$ cat src/rtl/bdq_pkg.sv
`default_nettype none

package bdq_pkg;

   localparam int DEPTH_DEFAULT = 16;
   localparam int DATA_W        = 32;
   localparam int CMD_W         = 3;
   localparam int STATUS_W      = 2;
   localparam int CAP_W         = 5;
   localparam int CAP_MAX       = 2**CAP_W - 1;
   localparam logic [CAP_W-1:0] CAP_RESET = 5'd16;

   localparam int CSR_ADDR_W = 3;
   localparam int CSR_DATA_W = 32;
   // Word index of the capacity register (byte address 0).
   localparam logic REG_CAPACITY = 1'b0;

   typedef enum logic [CMD_W-1:0] {
      CMD_PUSH_FRONT = 3'd0,
      CMD_PUSH_REAR  = 3'd1,
      CMD_POP_FRONT  = 3'd2,
      CMD_POP_REAR   = 3'd3,
      CMD_READ_FRONT = 3'd4,
      CMD_READ_REAR  = 3'd5
   } cmd_type;

   typedef enum logic [STATUS_W-1:0] {
      STATUS_OK    = 2'd0,
      STATUS_FULL  = 2'd1,
      STATUS_EMPTY = 2'd2
   } status_type;

   typedef enum logic [1:0] {
      ST_IDLE,
      ST_EXEC,
      ST_DONE
   } state_type;

   typedef struct packed {
      logic load;
      logic exec;
   } ctrl_cmd_type;

endpackage

`default_nettype wire

$ cat src/rtl/bdq_csr.sv
`default_nettype none

module bdq_csr
   import bdq_pkg::*;
(
   input  wire logic                  clock,
   input  wire logic                  reset,
   input  wire logic                  csr_psel,
   input  wire logic                  csr_penable,
   input  wire logic                  csr_pwrite,
   input  wire logic [CSR_ADDR_W-1:0] csr_paddr,
   input  wire logic [CSR_DATA_W-1:0] csr_pwdata,
   output logic      [CSR_DATA_W-1:0] csr_prdata,
   output logic                       csr_pready,
   output logic      [CAP_W-1:0]      capacity
);

   logic [CAP_W-1:0] cap_ff;
   logic [CAP_W-1:0] cap_in;
   logic             wr_en;

   assign csr_pready = 1'b1;
   assign wr_en = csr_psel && csr_penable && csr_pwrite && csr_pready
                  && (csr_paddr[2] == REG_CAPACITY);

   always_comb begin
      cap_in = cap_ff;
      if (wr_en) begin
         cap_in = csr_pwdata[CAP_W-1:0];
      end
   end

   always_ff @(posedge clock) begin
      if (reset) begin
         cap_ff <= CAP_RESET;
      end else begin
         cap_ff <= cap_in;
      end
   end

   always_comb begin
      csr_prdata = '0;
      if (csr_paddr[2] == REG_CAPACITY) begin
         csr_prdata = {{(CSR_DATA_W-CAP_W){1'b0}}, cap_ff};
      end
   end

   assign capacity = cap_ff;

endmodule

`default_nettype wire

$ cat src/rtl/bdq_ctrl.sv
`default_nettype none

module bdq_ctrl
   import bdq_pkg::*;
(
   input  wire logic   clock,
   input  wire logic   reset,
   input  wire logic   req_valid,
   output logic        req_stall,
   output logic        rsp_valid,
   input  wire logic   rsp_stall,
   output ctrl_cmd_type ctrl
);

   state_type state_ff;
   state_type state_in;

   always_ff @(posedge clock) begin
      if (reset) begin
         state_ff <= ST_IDLE;
      end else begin
         state_ff <= state_in;
      end
   end

   always_comb begin
      state_in  = state_ff;
      req_stall = 1'b1;
      rsp_valid = 1'b0;
      ctrl      = '0;
      case (state_ff)
         ST_IDLE: begin
            req_stall = 1'b0;
            if (req_valid) begin
               ctrl.load = 1'b1;
               state_in  = ST_EXEC;
            end
         end
         ST_EXEC: begin
            ctrl.exec = 1'b1;
            state_in  = ST_DONE;
         end
         ST_DONE: begin
            rsp_valid = 1'b1;
            req_stall = rsp_stall;
            if (!rsp_stall) begin
               if (req_valid) begin
                  ctrl.load = 1'b1;
                  state_in  = ST_EXEC;
               end else begin
                  state_in = ST_IDLE;
               end
            end
         end
         default: begin
            state_in = ST_IDLE;
         end
      endcase
   end

endmodule

`default_nettype wire

$ cat src/rtl/bdq_dpath.sv
`default_nettype none

module bdq_dpath
   import bdq_pkg::*;
#(
   parameter int DEPTH = DEPTH_DEFAULT
) (
   input  wire logic                       clock,
   input  wire logic                       reset,
   input  wire ctrl_cmd_type               ctrl,
   input  wire logic [CAP_W-1:0]           capacity,
   input  wire logic [CMD_W-1:0]           req_command,
   input  wire logic signed [DATA_W-1:0]   req_data_in,
   output logic signed [DATA_W-1:0]        rsp_data_out,
   output logic [STATUS_W-1:0]             rsp_status,
   output logic [CAP_W-1:0]                rsp_entry_count,
   output logic                            rsp_is_empty,
   output logic                            rsp_is_full
);

   localparam int IDX_W = $clog2(DEPTH);
   localparam logic [IDX_W-1:0] LAST_IDX = IDX_W'(DEPTH - 1);
   localparam logic [CAP_W-1:0] DEPTH_CLAMP = CAP_W'((DEPTH > CAP_MAX) ? CAP_MAX : DEPTH);

   logic signed [DATA_W-1:0] mem [DEPTH];

   cmd_type                  cmd_ff;
   logic signed [DATA_W-1:0] din_ff;
   logic signed [DATA_W-1:0] rd_ff;
   status_type               status_ff;
   status_type               status_in;
   logic                     take_ff;
   logic                     take_in;
   logic [IDX_W-1:0]         head_ff, head_in;
   logic [IDX_W-1:0]         tail_ff, tail_in;
   logic [CAP_W-1:0]         occ_ff, occ_in;

   logic [CAP_W-1:0] eff_cap;
   logic             is_full_now;
   logic             is_empty_now;
   logic [IDX_W-1:0] head_next, head_prev, tail_next, tail_prev;
   logic [IDX_W-1:0] rd_addr;
   logic [IDX_W-1:0] wr_addr;
   logic             wr_en;

   assign eff_cap      = (capacity > DEPTH_CLAMP) ? DEPTH_CLAMP : capacity;
   assign is_full_now  = occ_ff >= eff_cap;
   assign is_empty_now = occ_ff == '0;

   assign head_next = (head_ff == LAST_IDX) ? '0 : head_ff + 1'b1;
   assign head_prev = (head_ff == '0) ? LAST_IDX : head_ff - 1'b1;
   assign tail_next = (tail_ff == LAST_IDX) ? '0 : tail_ff + 1'b1;
   assign tail_prev = (tail_ff == '0) ? LAST_IDX : tail_ff - 1'b1;

   always_comb begin
      head_in   = head_ff;
      tail_in   = tail_ff;
      occ_in    = occ_ff;
      status_in = STATUS_OK;
      take_in   = 1'b0;
      rd_addr   = head_ff;
      wr_addr   = tail_ff;
      wr_en     = 1'b0;
      case (cmd_ff)
         CMD_PUSH_FRONT, CMD_PUSH_REAR: begin
            if (is_full_now) begin
               status_in = STATUS_FULL;
            end else if (cmd_ff == CMD_PUSH_FRONT) begin
               wr_addr = head_prev;
               wr_en   = 1'b1;
               head_in = head_prev;
               occ_in  = occ_ff + 1'b1;
            end else begin
               wr_addr = tail_ff;
               wr_en   = 1'b1;
               tail_in = tail_next;
               occ_in  = occ_ff + 1'b1;
            end
         end
         CMD_POP_FRONT, CMD_READ_FRONT: begin
            if (is_empty_now) begin
               status_in = STATUS_EMPTY;
            end else begin
               take_in = 1'b1;
               rd_addr = head_ff;
               if (cmd_ff == CMD_POP_FRONT) begin
                  head_in = head_next;
                  occ_in  = occ_ff - 1'b1;
               end
            end
         end
         CMD_POP_REAR, CMD_READ_REAR: begin
            if (is_empty_now) begin
               status_in = STATUS_EMPTY;
            end else begin
               take_in = 1'b1;
               rd_addr = tail_prev;
               if (cmd_ff == CMD_POP_REAR) begin
                  tail_in = tail_prev;
                  occ_in  = occ_ff - 1'b1;
               end
            end
         end
         default: begin
            status_in = STATUS_OK;
         end
      endcase
   end

   always_ff @(posedge clock) begin
      if (ctrl.load) begin
         cmd_ff <= cmd_type'(req_command);
         din_ff <= req_data_in;
      end
      if (ctrl.exec) begin
         rd_ff     <= mem[rd_addr];
         status_ff <= status_in;
         take_ff   <= take_in;
         if (wr_en) begin
            mem[wr_addr] <= din_ff;
         end
      end
   end

   always_ff @(posedge clock) begin
      if (reset) begin
         head_ff <= '0;
         tail_ff <= '0;
         occ_ff  <= '0;
      end else if (ctrl.exec) begin
         head_ff <= head_in;
         tail_ff <= tail_in;
         occ_ff  <= occ_in;
      end
   end

   assign rsp_data_out    = take_ff ? rd_ff : '0;
   assign rsp_status      = status_ff;
   assign rsp_entry_count = occ_ff;
   assign rsp_is_empty    = is_empty_now;
   assign rsp_is_full     = is_full_now;

endmodule

`default_nettype wire

$ cat src/rtl/bounded_double_ended_queue_unit.sv
`default_nettype none

// Bounded double-ended queue of signed 32-bit words kept in a ring memory of
// DEPTH entries with head and tail pointers and an entry count. Each request
// carries one command (push front, push rear, pop front, pop rear, read front
// or read rear) and yields exactly one response with the word popped or read,
// a status (ok, push rejected because full, or empty), the count after the
// command and the empty and full flags. The request is captured at the edge
// that accepts it. The next cycle executes it: the ring memory is read or
// written and the pointers move. The response is valid from the edge after
// that. A new request is accepted in the same cycle the previous response is
// taken, so requests never overlap: each is executed and answered before the
// next one is captured. The capacity register (byte address 0) resets to 16,
// is clamped to DEPTH and should be written only while no request is in
// flight. Entries are never cleared; lowering capacity below the current
// count keeps the entries and only blocks further pushes.

module bounded_double_ended_queue_unit
   import bdq_pkg::*;
#(
   parameter int DEPTH = DEPTH_DEFAULT
) (
   input  wire logic                     clock,
   input  wire logic                     reset,
   // Request channel.
   input  wire logic                     req_valid,
   output logic                          req_stall,
   input  wire logic [CMD_W-1:0]         req_command,
   input  wire logic signed [DATA_W-1:0] req_data_in,
   // Response channel.
   output logic                          rsp_valid,
   input  wire logic                     rsp_stall,
   output logic signed [DATA_W-1:0]      rsp_data_out,
   output logic [STATUS_W-1:0]           rsp_status,
   output logic [CAP_W-1:0]              rsp_entry_count,
   output logic                          rsp_is_empty,
   output logic                          rsp_is_full,
   // Configuration port.
   input  wire logic                     csr_psel,
   input  wire logic                     csr_penable,
   input  wire logic                     csr_pwrite,
   input  wire logic [CSR_ADDR_W-1:0]    csr_paddr,
   input  wire logic [CSR_DATA_W-1:0]    csr_pwdata,
   output logic [CSR_DATA_W-1:0]         csr_prdata,
   output logic                          csr_pready
);

   ctrl_cmd_type     ctrl;
   logic [CAP_W-1:0] capacity;

   // Capacity register.
   bdq_csr u_csr (
      .clock       (clock),
      .reset       (reset),
      .csr_psel    (csr_psel),
      .csr_penable (csr_penable),
      .csr_pwrite  (csr_pwrite),
      .csr_paddr   (csr_paddr),
      .csr_pwdata  (csr_pwdata),
      .csr_prdata  (csr_prdata),
      .csr_pready  (csr_pready),
      .capacity    (capacity)
   );

   // The controller sequences capture, execute and respond; it also owns both
   // handshakes so that the datapath only sees load and execute strobes.
   bdq_ctrl u_ctrl (
      .clock     (clock),
      .reset     (reset),
      .req_valid (req_valid),
      .req_stall (req_stall),
      .rsp_valid (rsp_valid),
      .rsp_stall (rsp_stall),
      .ctrl      (ctrl)
   );

   // The datapath holds the ring memory, the pointers and the response fields.
   // Response fields stay stable while the controller waits in its response
   // state, since the pointers and count only move on an execute strobe.
   bdq_dpath #(
      .DEPTH (DEPTH)
   ) u_dpath (
      .clock           (clock),
      .reset           (reset),
      .ctrl            (ctrl),
      .capacity        (capacity),
      .req_command     (req_command),
      .req_data_in     (req_data_in),
      .rsp_data_out    (rsp_data_out),
      .rsp_status      (rsp_status),
      .rsp_entry_count (rsp_entry_count),
      .rsp_is_empty    (rsp_is_empty),
      .rsp_is_full     (rsp_is_full)
   );

endmodule

`default_nettype wire

$ cat config.mk
export PLATFORM = sky130hd
export DESIGN_NAME = bounded_double_ended_queue_unit
export DESIGN_NICKNAME = d
export VERILOG_FILES = /design/src/rtl/bdq_pkg.sv /design/src/rtl/bdq_csr.sv /design/src/rtl/bdq_ctrl.sv /design/src/rtl/bdq_dpath.sv /design/src/rtl/bounded_double_ended_queue_unit.sv
export SDC_FILE = /design/constraint.sdc
export NUM_CORES = 1
export LEC_CHECK = 0
export ABC_AREA = 1
export BUFFER_PORTS_ARGS = -buffer_cell sky130_fd_sc_hd__buf_2
export CAP_MARGIN = 30
export CELL_PAD_IN_SITES_DETAIL_PLACEMENT = 0
export CELL_PAD_IN_SITES_GLOBAL_PLACEMENT = 1
export CORE_ASPECT_RATIO = 0.5
export CORE_MARGIN = 2
export CORE_UTILIZATION = 36
export CTS_CLUSTER_SIZE = 10
export DETAILED_ROUTE_END_ITERATION = 10
export HOLD_SLACK_MARGIN = 0.06
export PLACE_DENSITY_LB_ADDON = 0.1
export SLEW_MARGIN = 15
export SYNTH_ARGS = -nofsm -noshare
export SYNTH_HDL_FRONTEND = slang
export SYNTH_SLANG_ARGS = --single-unit
$ cat constraint.sdc
create_clock -name clock -period 7.5 [get_ports clock]
set_input_delay 0.375 -clock clock [delete_from_list [all_inputs] [get_ports clock]]
set_output_delay 0.375 -clock clock [all_outputs]
set_load 0.02 [all_outputs]
==> results.toml, run 1 <==
[drt]
drtIter0Drc = 1245
wire_per_inst_um = 21.4
vias_per_cell = 4.94
wirelength_mm = 74.7
drc = 0
vias = 17300
antenna_left = 0
first_pass_iters = 5

[worst_setup_path]
crit_path_max_fanout = 77
crit_chain = "inv_1 > ha_1 > nand3_1 > nand2_1 > nand3_4 > buf_4 > buf_4 > nand3_1 > nand3_1 > nand3_1 > nand3_1 > nand2_1"
worstPathArrival_ps = 4690
critical_path.max_stage_delay_ps = 840
r2r_slack_ps = 3180
endpoint = "u_dpath.rd_ff[17]$_DFFE_PN_"
timing.critical_path.buf_inv = 3
critPathMostFrequentCell = "nand3_1"
worst_path_max_delay_cell = "buf_4"
worstSetupStartpoint = "u_dpath.tail_ff[0]$_SDFFE_PP0P_"
cp.required_ps = 7860
reg2reg_depth = 12
crit_family = "buffers and inverters"
r2r_start = "u_dpath.tail_ff[0]$_SDFFE_PP0P_"
path_class = "register to register"
startpoint_type = "register"
cp.depth = 12
cp-end-kind = "register"
reg2reg_to = "u_dpath.rd_ff[17]$_DFFE_PN_"

[timing]
maxSlewHeadroom_pct = 35.0
fin_skew_ps = 17.2
drv_slew = 0
period_share_pct = 57.6
setup_violations = 0
setup_tns_ps = 0
worstMarginPinSlew_ps = 975
rsz0062_at_grt = "no"
period_needed_ps = 4320
final_hold_viol_count = 0
max_freq_mhz = 231

[logic_synthesis]
synth_top_family_by_area = "simple AND/OR/NAND/NOR gates"
netlist_instances = 2416
synth.ff_latch_count = 602
syn_area_per_cell_um2 = 10.9
synth-simple-area-share_pct = 22.2
synth.cell_area_um2 = 26200
synth_edf_count = 582
synth-compound-area-share_pct = 1.12
yosysWarnings = 0
ys_seq_area_share_pct = 68.1
synth_adder_area_share_pct = 0.744
synthXorXnorAreaFrac_pct = 0.401
synth_top_flop_cell = "edfxtp_1"
synth_cell_type_count = 34
synthArstFlopShare_pct = 0
synthMuxAreaShare_pct = 0.0381

[die]
die_y_um = 195
die_area_um2 = 75200
ioPinCount = 153
die_w_um = 386
num_rows = 69
initial_core_util_pct = 36.7
core_area_um2 = 71600

[place]
place_inst = 3365
place_congestion = 0.747
portBuffers = 95
dpl.hpwl_mm = 35.4

[global_routing]
antenna_found_initial = 1
grt_pass1_wl_mm = 110
grt_use_total_pct = 20.1
overflow = 0
grt_max_degree = 130
grt_pass1_vias = 16900

[cts]
cts_hold_buf = 42
clk_pin_slew_worst_paths_ps = 60
cts-htree-levels = 3
root_buffer = "clkbuf_16"
post_cts_resized = 0
insertion_delay_ps = 630
postCtsSetupBuffers = 0
clockBufferDepth = 3
cts_made_buffers = 70
cts_tree = "done"
cts.sinks = 602

[finish]
nNetsFinal = 2615
final_util_pct = 41.8
area_delta_synth_final_pct = 14.0
fin_cells = 3495
nFillCells = 6826
final_common_cell = "nand2_1"
drive_above_1_share_pct = 9.62
layout_common_cells = "nand2_1, edfxtp_1, nand3_1, inv_1, buf_2"

[min_path]
worstHoldPathCells = 2
hp-class = "primary input to register"

[job]
cap_viol_max_count = 0

[pwr]
p_per_area_nw_per_um2 = 252
peakVddDrop_uv = 151
leakage_nw = 11.9

[status]
status = "finished clean"
-- per-layer routing --
| metal | share of wire [%] | vias up | routed length [um] | GRT usage [%] |
|---|---|---|---|---|
| met5 | 0 | - | 0 | 0 |
| met4 | 2.0 | 0 | 1460 | 5.23 |
| met3 | 4.9 | 114 | 3660 | 3.26 |
| met2 | 44 | 416 | 33100 | 31.0 |
| met1 | 49 | 8417 | 36500 | 29.3 |
| li1 | - | 8324 | - | - |
-- power by group --
group / total (mW) / switching, mW / internal [mW]
sequential: 3.81 / 0.0570 / 3.75
combinational: 0.699 / 0.495 / 0.204
clock: 3.02 / 1.32 / 1.71
-- cell type report --
| cell class | count | area, um^2 | area share (%) |
|---|---|---|---|
| sequential | 602 | 17900 | 59.8 |
| multi-input combinational | 1405 | 6710 | 22.4 |
| clock buffer | 79 | 1830 | 6.11 |
| timing repair buffer | 174 | 1230 | 4.10 |
| tap | 958 | 1200 | 4.01 |
| inverter | 270 | 1020 | 3.40 |
| clock inverter | 6 | 51.3 | 0.171 |
| antenna | 1 | 2.50 | 0.00837 |
-- how the worst min path moves through the flow --
stage	startpoint	endpoint
3_3_place_gp	u_csr.capacity[3]$_SDFFE_PP0P_	u_csr.capacity[3]$_SDFFE_PP0P_
6_report	reset	u_dpath.head_ff[1]$_SDFFE_PP0P_
3_5_place_dp	u_csr.capacity[3]$_SDFFE_PP0P_	u_csr.capacity[3]$_SDFFE_PP0P_
2_1_floorplan	u_csr.capacity[1]$_SDFFE_PP0P_	u_csr.capacity[1]$_SDFFE_PP0P_
5_1_grt	reset	u_dpath.head_ff[1]$_SDFFE_PP0P_
4_1_cts	reset	u_dpath.rsp_entry_count[2]$_SDFFE_PP0P_
-- synthesized netlist by cell type, types with 8 or more instances --
cell,instances,area (um^2)
xor2_1,11,96.3
nand2_1,641,2410
nand3_1,532,2660
edfxtp_1,582,17500
ha_1,14,175
clkbuf_1,8,30.0
inv_1,266,998
nor2_1,46,173
nand3b_1,65,488
buf_4,38,285
a21oi_1,25,125
dfxtp_1,20,400
buf_2,115,576
o21ai_0,21,105
-- per-stage QoR --
stage / total power [mW] / hold WS [ps] / setup slack [ps] / area (um^2)
final: 7.53 / 120 / 3180 / 29900
after global routing: 7.82 / 104 / 2860 / 29900
after CTS: 7.62 / 102 / 3080 / 29900
after detailed placement: 4.57 / 501 / 3100 / 27600
after global placement: 4.57 / 497 / 3130 / 27600
after floorplan: 4.34 / 464 / 3700 / 26300
-- cells by family after synthesis --
kind of cell,count (synthesis)
muxes,1
DFF,602
AOI/OAI and AO/OA,54
adders and majority gates,15
xor gates and xnor gates,12
and+or+nand+nor,1295
buffers and inverters,435
other,2
-- registers in the layout, summed over array words and instances, names as in the netlist --
signal and flops:
u_dpath.cmd_ff 3, u_dpath.mem 512, u_csr.capacity 5, u_dpath.tail_ff 4
u_dpath.rsp_status 2, u_dpath.din_ff 32, u_ctrl.state_ff 2, u_dpath.take_ff 1
u_dpath.head_ff 4, u_dpath.rd_ff 32, u_dpath.rsp_entry_count 5
(Power assumes the default switching activity.)
==> run 2: changes to the inputs <==
- clock period: 7.5 -> 4.4 ns (I/O delays scaled with it)
==> run 2 against run 1 <==
First-iteration DRC count fell by 5.2%. Sequential share of layout area fell by 0.76 points. Combinational power rose by 73%. Routed wire length fell by 7.0%. Non-clock buffer count rose by 16. Final cell count rose by 0.52%. Register-to-register slack got worse by 2200 ps. Critical path type unchanged. Highest routed layer unchanged.
==> results.toml, run 2 (same netlist as run 1, synthesis figures left out) <==
[status]
status = "finished clean"

[cts]
root_buffer = "clkbuf_16"
cts-htree-levels = 3
cts_tree = "done"
cts.sinks = 602
clockBufferDepth = 3
postCtsSetupBuffers = 0
insertion_delay_ps = 610
cts_made_buffers = 70
clk_pin_slew_worst_paths_ps = 60

[die]
die_area_um2 = 75200
num_rows = 69
die_y_um = 195
ioPinCount = 153
die_w_um = 386
initial_core_util_pct = 36.7
core_area_um2 = 71600

[pwr]
peakVddDrop_uv = 247
p_per_area_nw_per_um2 = 424
leakage_nw = 12.0

[global_routing]
grt_use_total_pct = 18.7
grt_pass1_vias = 17200
grt_pass1_wl_mm = 106
grt_max_degree = 130
antenna_found_initial = 0
overflow = 0

[worst_setup_path]
startpoint_type = "register"
timing.critical_path.buf_inv = 4
path_class = "register to register"
crit_chain = "inv_1 > a41oi_1 > inv_1 > nand2_1 > ha_1 > a21oi_1 > o21bai_1 > nor2_1 > nand2_1 > nand2_1 > o21ai_0 > inv_1 > nand2_1 > nor2_4 > buf_12"
worst_path_max_delay_cell = "nor2_4"
cp.required_ps = 4680
critPathMostFrequentCell = "nand2_1"
r2r_slack_ps = 950
crit_path_max_fanout = 24
critical_path.max_stage_delay_ps = 400
crit_family = "simple AND/OR/NAND/NOR gates"
reg2reg_depth = 15
r2r_start = "u_csr.capacity[2]$_SDFFE_PP0P_"
reg2reg_to = "u_dpath.mem[14][3]$_DFFE_PP_"
worstPathArrival_ps = 3730
cp-end-kind = "register"

[drt]
drc = 0
wire_per_inst_um = 19.8
wirelength_mm = 69.4
antenna_left = 0
vias = 17200
first_pass_iters = 5
drtIter0Drc = 1180
vias_per_cell = 4.90

[timing]
period_share_pct = 78.5
setup_slack_ps = 948
maxSlewHeadroom_pct = 43.5
setup_tns_ps = 0
drv_slew = 0
period_needed_ps = 3450
setup_violations = 0
worstMarginPinSlew_ps = 845
rsz0062_at_grt = "no"
final_hold_viol_count = 0
max_freq_mhz = 290
fin_skew_ps = 19.2

[min_path]
hp-class = "primary input to register"
holdPathEnd = "u_csr.capacity[0]$_SDFFE_PP0P_"
worstHoldPathCells = 4
min_from = "csr_psel"

[place]
place_congestion = 0.721
dpl.hpwl_mm = 35.9
place_ws_ps = 916
portBuffers = 95

[finish]
largest_reg_flops = 512
drive_above_1_share_pct = 10.0
diodes = 0
largestRegisters = "u_dpath.mem (512), u_dpath.din_ff (32), u_dpath.rd_ff (32)"
final_util_pct = 42.3
layout_common_cells = "nand2_1, edfxtp_1, nand3_1, inv_1, buf_2"
final_common_cell = "nand2_1"
nNetsFinal = 2631
regMostFlops = "u_dpath.mem"
area_delta_synth_final_pct = 15.5

[job]
cap_viol_max_count = 0
==> run 2: power breakdown <==
part	internal (mW)	leakage (nW)	switching, mW
Sequential	6.40	5.43	0.0986
Combinational	0.369	5.67	0.841
Clock	2.94	0.931	2.21
Total	9.70	12.0	3.15
==> run 2: layout make-up <==
class / instances / area, um^2
multi-input combinational: 1405 / 6710
fill: 6790 / 41300
timing repair buffer: 190 / 1590
clock buffer: 82 / 1850
sequential: 602 / 17900
inverter: 270 / 1020
clock inverter: 6 / 51.3
tap: 958 / 1200
==> run 2: how the worst max path moves through the flow <==
stage | slack, ps | cells past startpoint | endpoint | start
after floorplan | 600 | 14 | u_dpath.mem[4][0]$_DFFE_PP_ | u_csr.capacity[3]$_SDFFE_PP0P_
after global placement | 860 | 17 | u_dpath.mem[11][22]$_DFFE_PP_ | u_csr.capacity[2]$_SDFFE_PP0P_
after detailed placement | 920 | 15 | u_dpath.mem[11][21]$_DFFE_PP_ | u_csr.capacity[2]$_SDFFE_PP0P_
after CTS | 890 | 15 | u_dpath.mem[11][28]$_DFFE_PP_ | u_csr.capacity[2]$_SDFFE_PP0P_
after global routing | 520 | 15 | u_dpath.mem[14][3]$_DFFE_PP_ | u_csr.capacity[3]$_SDFFE_PP0P_
final | 950 | 15 | u_dpath.mem[14][3]$_DFFE_PP_ | u_csr.capacity[2]$_SDFFE_PP0P_
==> run 2: metrics by stage <==
| stage | power, mW | hold slack, ps | area (um^2) | instances |
|---|---|---|---|---|
| floorplan | 7.39 | 319 | 26300 | 2442 |
| global placement | 7.81 | 396 | 27900 | 3377 |
| detailed placement | 7.81 | 398 | 27900 | 3378 |
| CTS | 13.0 | 152 | 30300 | 3513 |
| global route | 13.4 | 195 | 30300 | 3513 |
| finish | 12.9 | 188 | 30300 | 3513 |
==> run 2: layer usage <==
metal,GRT usage [%],vias up,wire length [um]
met2,28.8,353,30700
met5,0,-,0
met3,2.84,74,2840
met1,27.9,8428,34800
li1,-,8358,-
met4,4.06,0,1060
==> run 2: what timing repair did <==
action | in CTS | in global routing
gates resized for setup | 0 | 0
hold buffers | 47 | 0
hold endpoints to repair | 50 | 0
==> run 2: worst register-to-register path, cell delays in order (launching register included) <==
cell,delay (ps)
dfxtp_1,330
inv_1,70
a41oi_1,240
inv_1,100
nand2_1,70
ha_1,230
a21oi_1,160
o21bai_1,70
nor2_1,370
nand2_1,180
nand2_1,90
o21ai_0,140
inv_1,110
nand2_1,240
nor2_4,400
buf_12,270
==> run 3: changes to the inputs <==
- ABC_AREA: 1 -> 0
- clock period: 4.4 -> 2.87 ns (I/O delays scaled with it)
==> run 3 against run 2 <==
Global-route usage rose by 6.2 points. Largest cell class unchanged. Critical endpoint is now u_dpath.rd_ff[12]$_DFFE_PN_. Combinational power rose by 26%. Die area rose by 4.6%. Critical path type unchanged.
==> results.toml, run 3 <==
[cts]
cts_made_buffers = 70
cts_tree = "done"
root_buffer = "clkbuf_16"
clk_pin_slew_worst_paths_ps = 60
cts-htree-levels = 3
insertion_delay_ps = 650
clockBufferDepth = 3
cts.sinks = 602

[finish]
fin_cells = 3311
layout_common_cells = "edfxtp_1, nand2_1, a21oi_1, a2111oi_0, o211ai_1"
area_delta_synth_final_pct = 22.0
drive_above_1_share_pct = 18.9
final_common_cell = "edfxtp_1"
regMostFlops = "u_dpath.mem"
largest_reg_flops = 512
nFillCells = 6804
largestRegisters = "u_dpath.mem (512), u_dpath.din_ff (32), u_dpath.rd_ff (32)"
nNetsFinal = 2368

[drt]
vias_per_cell = 5.84
antenna_left = 0
drc = 0
drtIter0Drc = 1776
wire_per_inst_um = 29.9
wirelength_mm = 99.0
first_pass_iters = 5
vias = 19300

[logic_synthesis]
synthArstFlopShare_pct = 0
synth_edf_count = 582
netlist_instances = 2065
synth.ff_latch_count = 602
yosysMostFrequentCell = "edfxtp_1"
yosysWarnings = 0
synth_top_flop_cell = "edfxtp_1"
synth_cell_type_count = 68
synth.cell_area_um2 = 27500
syn_area_per_cell_um2 = 13.3
ys_seq_area_share_pct = 65.1
synth_top_area_share_pct = 63.6
synth_area_leaders = "edfxtp_1, a2111oi_0, o211ai_1, mux2i_1, nand2_1"
yosys-top-cells-count = "edfxtp_1, nand2_1, a21oi_1, a2111oi_0"
yosys.area.top_type = "edfxtp_1"

[timing]
max_freq_mhz = 355
setup_slack_ps = 51.7
drv_slew = 0
fin_skew_ps = 26.6
period_share_pct = 98.2
setup_violations = 0
worstMarginPinSlew_ps = 952
rsz0062_at_grt = "yes"
period_needed_ps = 2820
maxSlewHeadroom_pct = 36.5
final_hold_viol_count = 0

[place]
portBuffers = 95
place_inst = 3164
dpl.hpwl_mm = 56.0
place_ws_ps = 7.28
place_congestion = 0.783

[die]
num_rows = 71
ioPinCount = 153
die_w_um = 395
initial_core_util_pct = 36.5
core_area_um2 = 75300
die_y_um = 199
die_area_um2 = 78600

[worst_setup_path]
cp.required_ps = 3230
worstPathArrival_ps = 3180
startpoint_type = "register"
crit_path_max_fanout = 23
cp-end-kind = "register"
path_class = "register to register"

[min_path]
hp-class = "primary input to register"

[global_routing]
grt_pass1_vias = 18800
grt_max_degree = 81
grt_use_total_pct = 25.0
overflow = 0
grt_pass1_wl_mm = 139
antenna_found_initial = 3

[job]
cap_viol_max_count = 0

[status]
status = "finished clean"

[pwr]
peakVddDrop_uv = 358
p_per_area_nw_per_um2 = 584
leakage_nw = 11.2
## run 3: cell types whose count changed after synthesis, moves of 64 or more
cell,before,now
a2111oi_0,0,124
a21oi_1,25,149
nand3b_1,65,1
buf_2,115,32
o211ai_1,1,121
nand2_1,641,199
clkbuf_1,8,121
nand3_1,532,38
a211oi_1,0,66
mux2i_1,1,77
inv_1,266,14
nor2b_1,0,73
and2_1,0,97
a211o_1,0,64
## run 3: metrics by stage
step	TNS, ps	util [%]	instance area [um^2]	power, mW	hold WS [ps]
CTS	-5.39	44.2	33300	19.7	147
global placement	0	40.9	30800	11.5	320
floorplan	0	-	27900	10.9	242
detailed placement	0	40.9	30800	11.6	322
finish	0	44.5	33500	19.6	201
global route	-946	44.5	33500	20.2	175
## run 3: worst paths after layout
check,cells past startpoint,slack [ps],end,start
setup reg to reg,8,50,u_dpath.rd_ff[12]$_DFFE_PN_,u_dpath.rsp_entry_count[2]$_SDFFE_PP0P_
hold / removal,2,200,u_dpath.din_ff[21]$_DFFE_PP_,req_data_in[21]
hold reg to reg,2,570,u_dpath.tail_ff[1]$_SDFFE_PP0P_,u_dpath.tail_ff[1]$_SDFFE_PP0P_
setup / recovery,8,50,u_dpath.rd_ff[12]$_DFFE_PN_,u_dpath.rsp_entry_count[2]$_SDFFE_PP0P_
## run 3: report_power, final
group	total [mW]	switching (mW)	leakage, nW	internal (mW)
clock	8.12	3.58	0.945	4.55
combinational	1.53	0.960	4.80	0.570
sequential	9.93	0.156	5.43	9.77
## run 3: metal layers
metal / vias to the layer above / global-route usage (%) / wire (um) / part of all wire (%)
met3: 152 / 5.59 / 7970 / 8.0
met5: - / 0 / 0 / 0
met1: 9854 / 36.2 / 46100 / 47
met2: 783 / 37.1 / 42400 / 43
li1: 8559 / - / - / -
met4: 0 / 7.79 / 2500 / 2.5
## run 3: critical path, stage by stage, from the launching register on
cell      delay, ps
dfxtp_2         340
or4_4           520
o211a_4         310
mux2i_4         190
buf_12          200
buf_12          200
mux2_2          370
o211ai_1        220
o211ai_1        120
## run 3: final cells by class
class	instances	area, um^2	share of cell area [%]
clock buffers	79	1850	5.52
flip-flops and latches	602	17900	53.4
repair buffers	306	3160	9.44
clock inverters	5	93.8	0.280
diodes	1	2.50	0.00747
inverters	16	61.3	0.183
multi-input cells	1280	9180	27.4
well taps	1022	1280	3.82
## run 3: cell families after synthesis
kind of cell | count (synthesis) | share of synthesized area (%)
flops | 602 | 65.1
fa+ha+maj | 15 | 0.711
other cells | 2 | 0.0273
compound gates | 650 | 17.5
buf+inv | 209 | 3.55
xor+xnor | 8 | 0.255
simple gates | 465 | 8.45
mux | 114 | 4.42
## run 3: what timing repair did
action | in CTS | in global routing
gates resized for setup | 0 | 13
endpoints found under the hold margin | 55 | 0
buffers inserted | 1 | 5
pin swaps | 0 | 9
hold buffers | 53 | 0
gates cloned | 0 | 4
setup endpoints to repair | 6 | 341
